==> src/design/bps_pkg.sv <==
// ----------------------------------------------------------------------------
// Bouncing particle step: shared definitions
// Request and result layouts, particle store entry, register codes, reset
// values and the saturating velocity negation used by several modules.
// ----------------------------------------------------------------------------
package bps_pkg;

  localparam int SLOT_W     = 6;
  localparam int POS_W      = 20;
  localparam int VEL_W      = 16;
  localparam int CFG_IDX_W  = 2;
  localparam int CFG_DATA_W = 12;

  localparam int POS_MAX = 1048575;

  localparam logic signed [VEL_W-1:0] VEL_MAX = 16'sh7FFF;
  localparam logic signed [VEL_W-1:0] VEL_MIN = 16'sh8000;

  // Request kinds.
  localparam logic ACT_LOAD = 1'b0;
  localparam logic ACT_TICK = 1'b1;

  // Configuration register indexes.
  localparam logic [CFG_IDX_W-1:0] CFG_GRAVITY = 2'd0;
  localparam logic [CFG_IDX_W-1:0] CFG_RADIUS  = 2'd1;
  localparam logic [CFG_IDX_W-1:0] CFG_WIDTH   = 2'd2;
  localparam logic [CFG_IDX_W-1:0] CFG_HEIGHT  = 2'd3;

  // Configuration reset values.
  localparam logic [7:0]  GRAVITY_RST = 8'd26;
  localparam logic [7:0]  RADIUS_RST  = 8'd5;
  localparam logic [11:0] WIDTH_RST   = 12'd800;
  localparam logic [11:0] HEIGHT_RST  = 12'd600;

  typedef struct packed {
    logic                    action;
    logic [SLOT_W-1:0]       slot;
    logic [POS_W-1:0]        load_x;
    logic [POS_W-1:0]        load_y;
    logic signed [VEL_W-1:0] load_vx;
    logic signed [VEL_W-1:0] load_vy;
  } bps_in_t;

  typedef struct packed {
    logic [SLOT_W-1:0]       out_slot;
    logic [POS_W-1:0]        out_x;
    logic [POS_W-1:0]        out_y;
    logic signed [VEL_W-1:0] out_vx;
    logic signed [VEL_W-1:0] out_vy;
    logic                    last;
  } bps_out_t;

  typedef struct packed {
    logic [POS_W-1:0]        x;
    logic [POS_W-1:0]        y;
    logic signed [VEL_W-1:0] vx;
    logic signed [VEL_W-1:0] vy;
  } bps_entry_t;

  // Negation that saturates, so the most negative value maps to the most positive.
  function automatic logic signed [VEL_W-1:0] neg_vel(input logic signed [VEL_W-1:0] v);
    neg_vel = (v == VEL_MIN) ? VEL_MAX : -v;
  endfunction

endpackage

==> src/design/bps_wall.sv <==
// ----------------------------------------------------------------------------
// Bouncing particle step: wall unit
// Applies the low and the high wall of one axis to a moved position, then
// saturates the position to the stored range.
// ----------------------------------------------------------------------------
module bps_wall #(
  parameter int AW = 22
) (
  input  logic signed [AW-1:0]               pos,
  input  logic signed [bps_pkg::VEL_W-1:0]   vel,
  input  logic signed [AW-1:0]               lo,
  input  logic signed [AW-1:0]               hi,
  output logic [bps_pkg::POS_W-1:0]          pos_o,
  output logic signed [bps_pkg::VEL_W-1:0]   vel_o
);

  localparam logic signed [AW-1:0] PMAX = AW'(bps_pkg::POS_MAX);

  logic signed [AW-1:0]             p1;
  logic signed [AW-1:0]             p2;
  logic signed [bps_pkg::VEL_W-1:0] v1;
  logic                             hit_lo;
  logic                             hit_hi;

  // The high wall sees the position already moved by the low wall.
  always_comb begin
    hit_lo = (pos <= lo);
    p1     = hit_lo ? lo : pos;
    v1     = hit_lo ? bps_pkg::neg_vel(vel) : vel;
    hit_hi = (p1 >= hi);
    p2     = hit_hi ? hi : p1;
    vel_o  = hit_hi ? bps_pkg::neg_vel(v1) : v1;
    if (p2 < 0) begin
      pos_o = '0;
    end else if (p2 > PMAX) begin
      pos_o = '1;
    end else begin
      pos_o = p2[bps_pkg::POS_W-1:0];
    end
  end

endmodule

==> config.mk <==
export PLATFORM = sky130hd
export DESIGN_NAME = bps_wall
export DESIGN_NICKNAME = d
export VERILOG_FILES = /design/src/design/bps_pkg.sv /design/src/design/bps_wall.sv
export SDC_FILE = /design/constraint.sdc
export NUM_CORES = 1
export LEC_CHECK = 0
export BUFFER_PORTS_ARGS = -buffer_cell sky130_fd_sc_hd__buf_2
export CORE_MARGIN = 4
export CORE_UTILIZATION = 56
export DETAILED_ROUTE_END_ITERATION = 16
export PLACE_DENSITY = 0.9
export SETUP_SLACK_MARGIN = 0.02
export SLEW_MARGIN = 20
export SYNTH_ARGS = -nofsm -noshare
export SYNTH_HDL_FRONTEND = slang
export SYNTH_SLANG_ARGS = --single-unit
export TNS_END_PERCENT = 50
==> constraint.sdc <==
create_clock -name vclk -period 13.2
set_clock_uncertainty 0.05 [all_clocks]
set_input_delay 1.98 -clock vclk [all_inputs]
set_output_delay 1.98 -clock vclk [all_outputs]
set_load 0.05 [all_outputs]
==> impl_metrics.env, run 1 <==
export IMPL_yosys_area_top_type="ha_1"
export IMPL_first_iter_violations=277
export IMPL_synth_area_um2=2990
export IMPL_ys_seq_area_share_pct=0
export IMPL_worstPathArrival_ns=7.58
export IMPL_synth_fa_ha_area_share_pct=19.2
export IMPL_synth_cells=483
export IMPL_postCtsResizedCells=0
export IMPL_max_cap_violations=0
export IMPL_grt_pass1_vias=3583
export IMPL_yosysTopAreaCellShare_pct=19.2
export IMPL_cp_cell_sequence="buf_2 -> ha_1 -> a21o_1 -> a211o_1 -> o32a_1 -> o21ai_1 -> nand2_1 -> o21ai_0 -> ha_1 -> a21o_1 -> nand3_1 -> a21oi_1 -> a2111oi_0 -> a211oi_1 -> o32a_2 -> buf_4 -> nor2_1 -> a21oi_1 -> buf_4 -> a311oi_1 -> buf_2"
export IMPL_finalPower_mw=0.352
export IMPL_status="finished, final reports clean"
export IMPL_num_rows=26
export IMPL_die_w_um=81.1
export IMPL_drv_slew=0
export IMPL_track_usage_pct=27.6
export IMPL_postSynthNetCount=611
export IMPL_layout_drive_gt1_share_pct=23.1
export IMPL_initial_utilization_pct=58.2
export IMPL_coreArea_um2=5140
export IMPL_final_net_count=710
export IMPL_vias_per_cell=6.05
export IMPL_grt_start_max_net_pins=48
export IMPL_tightest_slew_ns=0.904
export IMPL_dp_hpwl_um=7690
export IMPL_min_delay_start="hi[17]"
export IMPL_antenna_found_initial=0
export IMPL_path_class="in -> out"
export IMPL_crit_path_end_kind="primary output"
export IMPL_p_per_area_nw_per_um2=97.3
export IMPL_place_area_um2=3620
export IMPL_grt_pass1_wl_um=15300
export IMPL_clockBufferCount=0
export IMPL_hp_class="in -> out"
export IMPL_synth_cell_types=52
export IMPL_slew_headroom_pct=39.0
export IMPL_finalWirelength_um=9330
export IMPL_drtAntennaViolNets=0
export IMPL_synth_common_cells="nand2_1, inv_1, ha_1, o21ai_0, a21oi_1"
export IMPL_fin_tns_setup_ns=0
export IMPL_hold_viol_final=0
export IMPL_antenna_cells=0
export IMPL_die_h_um=81.1
export IMPL_setup_violations_final=0
export IMPL_seq_cells=0
export IMPL_gp_congestion=0.985
export IMPL_rsz0062_at_grt="false"
export IMPL_synth_top_family_by_area="compound AO/OA/AOI/OAI gates"
export IMPL_synth_xor_area_share_pct=4.10
export IMPL_crit_start="pos[15]"
export IMPL_fp_dieArea_um2=6580
export IMPL_p_leak_nw=1.97
export IMPL_period_minus_slack_ns=9.61
export IMPL_synth_mux_area_share_pct=7.36
export IMPL_yosys_top_cells_area="ha_1, nand2_1, o21ai_0"
export IMPL_wl_per_cell_um=14.4
export IMPL_startpoint_type="primary input"
export IMPL_worst_path_max_fanout=47
export IMPL_fin_crit_sh_pct=72.8
export IMPL_synth_compound_area_share_pct=30.7
export IMPL_synth_simple_area_share_pct=27.9
export IMPL_max_freq_ghz=0.104
export IMPL_io_buffer_count=118
export IMPL_yosys_warnings=0
export IMPL_area_growth_pct=20.8
export IMPL_drc=0
export IMPL_overflow=0
export IMPL_via_count=3935
export IMPL_post_cts_buffers=0
export IMPL_synth_most_common_cell="nand2_1"
export IMPL_crit_path_top_delay_cell="nand2_1"
export IMPL_final_area_um2=3620
export IMPL_synth_avg_cell_area_um2=6.20
export IMPL_boundaryPins=118
export IMPL_ir_drop_mv=0.0905
export IMPL_drt_pass1_iterations=5
export IMPL_max_stage_delay_ns=0.57
export IMPL_num_fill_cells=461
export IMPL_holdBufCountCts=0
export IMPL_regArea_um2=0
export IMPL_worstPathRequired_ns=11.17
## cells in the final DEF, fill, tap and decap left out, types with 7 or more instances in the layout
cell type,n
nand4_1,8
inv_1,55
nor3_1,17
a31oi_1,7
ha_1,46
mux2i_1,22
a21o_1,7
or3_1,14
nand3_1,7
buf_2,118
xnor2_1,8
a21oi_1,41
nor2_1,27
o21ai_0,46
nand2_1,70
## cells by family (layout without fill, tap and decap cells)
kind of cell	Yosys count	count (layout)
xor+xnor	14	14
mux	22	22
fa+ha+maj	46	46
compound gates	146	146
simple gates	173	173
buf+inv	82	179
## report_power, final
| group | internal (mW) | leakage (nW) | switching (mW) |
|---|---|---|---|
| Clock | 0 | 0 | 0 |
| Sequential | 0 | 0 | 0 |
| Combinational | 0.102 | 1.97 | 0.250 |
## path summary, 6_finish.rpt
path	depth (start not counted)	endpoint	slack, ns
worst min-delay path	4	pos_o[17]	4.37
worst max-delay path	21	pos_o[18]	3.59
## critical path: cells and delay by family
| family | cells | cell delay (ns) |
|---|---|---|
| buffers and inverters | 4 | 0.97 |
| AOI/OAI and AO/OA | 12 | 3.18 |
| adders and majority gates | 2 | 0.65 |
| and+or+nand+nor | 3 | 0.80 |
## per-layer routing
metal / global-route usage, % / vias to the layer above / part of all wire [%]
li1: - / 1942 / -
met1: 34.9 / 1768 / 42
met2: 51.4 / 205 / 49
met3: 1.55 / 20 / 8.1
met4: 5.41 / 0 / 1.5
met5: 0 / - / 0
## metrics by stage
step	utilization (%)	cells	hold WS, ns	setup WS [ns]
after floorplan	-	483	4.27	3.71
after CTS	70.4	650	4.38	3.60
after global routing	70.4	650	4.39	3.24
final	70.4	650	4.37	3.59
after detailed placement	70.4	650	4.38	3.58
after global placement	70.3	650	4.36	3.93
## layout make-up
type | count | area (µm²) | area share [%]
repair buffers | 124 | 636 | 17.6
multi-input cells | 401 | 2690 | 74.3
well taps | 70 | 87.6 | 2.42
inverters | 55 | 206 | 5.71
Note: power is estimated with default switching activity, not from simulation.
==> run 2, diff against run 1 <==
Settings changed: ABC_AREA from default to 1, CORE_UTILIZATION 56 to 53, PLACE_DENSITY 0.9 to 0.86.
Clock period 13.2 ns to 9.3 ns, I/O delays scaled along.
==> run 2 against run 1 <==
  * Critical path depth rose by 7
  * Sequential cell count did not move
  * Non-clock buffer count fell by 2
  * Via count fell by 1.6%
  * Design area rose by 0.83%
  * Area after synthesis rose by 3.1%
  * Core utilization fell by 4.9 points
  * Worst hold slack got worse by 1.1 ns
  * Highest routed layer unchanged
  * Critical path type unchanged
  * Global-route usage fell by 3.4 points
  * Power rose by 96%
==> impl_metrics.env, run 2 <==
export IMPL_status="finished, final reports clean"
export IMPL_seq_cells=0
export IMPL_path_class="in -> out"
export IMPL_worstPathArrival_ns=7.02
export IMPL_slew_headroom_pct=50.3
export IMPL_grt_pass1_vias=3437
export IMPL_wl_per_cell_um=12.3
export IMPL_multi_input_area_um2=2590
export IMPL_initial_utilization_pct=55.3
export IMPL_via_count=3874
export IMPL_synth_cells=559
export IMPL_holdBufCountCts=0
export IMPL_antenna_cells=0
export IMPL_drtAntennaViolNets=0
export IMPL_power_frac_seq_pct=0
export IMPL_synth_cell_types=39
export IMPL_layout_common_cells="nand2_1, buf_2, inv_1"
export IMPL_fin_tns_setup_ns=0
export IMPL_period_minus_slack_ns=8.46
export IMPL_dp_hpwl_um=7650
export IMPL_num_rows=27
export IMPL_grt_pass1_wl_um=15100
export IMPL_hold_viol_final=0
export IMPL_holdPathStages=6
export IMPL_synth_area_um2=3080
export IMPL_num_fill_cells=536
export IMPL_cpMostUsedCell="nor2_1"
export IMPL_rsz0062_at_grt="false"
export IMPL_finalWirelength_um=8970
export IMPL_clockBufferCount=0
export IMPL_routedLengthMet1_um=4120
export IMPL_grt_start_max_net_pins=65
export IMPL_postCtsResizedCells=0
export IMPL_highest_layer="met4"
export IMPL_io_buffer_count=118
export IMPL_clockPowerShare_pct=0
export IMPL_regArea_um2=0
export IMPL_worst_path_max_fanout=64
export IMPL_switching_share_pct=74.6
export IMPL_max_cap_violations=0
export IMPL_synth_avg_cell_area_um2=5.52
export IMPL_antenna_found_initial=0
export IMPL_path_delay_family="simple AND/OR/NAND/NOR gates"
export IMPL_p_leak_nw=2.19
export IMPL_cp_depth=28
export IMPL_vias_per_cell=5.30
export IMPL_p_int_mw=0.175
export IMPL_gp_congestion=0.892
export IMPL_comb_power_share_pct=100.0
export IMPL_crit_path_end_kind="primary output"
export IMPL_final_common_cell="nand2_1"
export IMPL_max_stage_delay_ns=0.69
export IMPL_startpoint_type="primary input"
export IMPL_yosys_top_cells_area="ha_1, nand2_1, inv_1"
export IMPL_wl_met3_um=659
export IMPL_drt_pass1_iterations=5
export IMPL_overflow=0
export IMPL_postSynthNetCount=687
export IMPL_die_w_um=84.3
export IMPL_tightest_slew_ns=0.741
export IMPL_layout_drive_gt1_share_pct=24.1
export IMPL_boundaryPins=118
export IMPL_final_net_count=789
export IMPL_die_h_um=84.3
export IMPL_cp_buffers_inverters=7
export IMPL_fin_crit_sh_pct=91.0
export IMPL_crit_path_top_delay_cell="o21ai_1"
export IMPL_yosys_warnings=0
export IMPL_p_per_area_nw_per_um2=189
export IMPL_met2_length_um=4140
export IMPL_fp_dieArea_um2=7100
export IMPL_track_usage_pct=24.2
export IMPL_synth_most_common_cell="nand2_1"
export IMPL_max_freq_ghz=0.118
export IMPL_yosysTopAreaCellShare_pct=18.7
export IMPL_finalPower_mw=0.688
export IMPL_coreArea_um2=5570
export IMPL_first_iter_violations=304
export IMPL_yosys_area_top_type="ha_1"
export IMPL_synth_common_cells="nand2_1, inv_1, nor2_1"
export IMPL_drv_slew=0
export IMPL_hp_class="in -> out"
export IMPL_area_growth_pct=18.2
export IMPL_power_switching_mw=0.514
export IMPL_worstPathRequired_ns=7.86
export IMPL_ir_drop_mv=0.147
export IMPL_ys_seq_area_share_pct=0
export IMPL_setup_violations_final=0
export IMPL_post_cts_buffers=0
export IMPL_drc=0
[run 2: layer usage]
| layer | GRT usage (%) | vias to the layer above |
|---|---|---|
| li1 | - | 2032 |
| met1 | 34.0 | 1688 |
| met2 | 42.0 | 150 |
| met3 | 1.28 | 4 |
| met4 | 2.19 | 0 |
| met5 | 0 | - |
[run 2: per-stage QoR]
stage	area, µm²	hold WS [ns]	std cells	util, %	setup WS (ns)
6_report	3650	3.30	731	65.4	0.836
5_1_grt	3650	3.32	731	65.4	0.313
4_1_cts	3650	3.30	731	65.4	0.954
3_5_place_dp	3650	3.30	731	65.4	0.967
3_3_place_gp	3650	3.29	731	65.4	1.25
2_1_floorplan	3080	3.15	559	-	2.38
[run 2: logic make-up (layout without fill, tap and decap cells)]
| family | after synthesis | in the layout | share of synthesized area, % |
|---|---|---|---|
| AOI/OAI and AO/OA | 99 | 99 | 17.3 |
| xor gates and xnor gates | 13 | 13 | 3.69 |
| adders and majority gates | 46 | 46 | 18.7 |
| and+or+nand+nor | 286 | 286 | 44.2 |
| buffers and inverters | 115 | 215 | 16.1 |
[run 2: final cells by class]
type | count | share of cell area, %
inverters | 93 | 9.57
multi-input cells | 444 | 70.9
well taps | 72 | 2.47
repair buffers | 122 | 17.0
[run 2: worst paths after layout]
kind | end | slack, ns | from
hold / removal | pos_o[2] | 3.30 | hi[2]
setup / recovery | pos_o[16] | 0.84 | lo[21]
[run 2: power groups by stage]
| stage | registers [mW] | logic, mW | clock network [mW] |
|---|---|---|---|
| after global routing | 0 | 0.746 | 0 |
| after floorplan | 0 | 0.547 | 0 |
| final | 0 | 0.688 | 0 |
| after global placement | 0 | 0.673 | 0 |
| after CTS | 0 | 0.685 | 0 |
| after detailed placement | 0 | 0.683 | 0 |
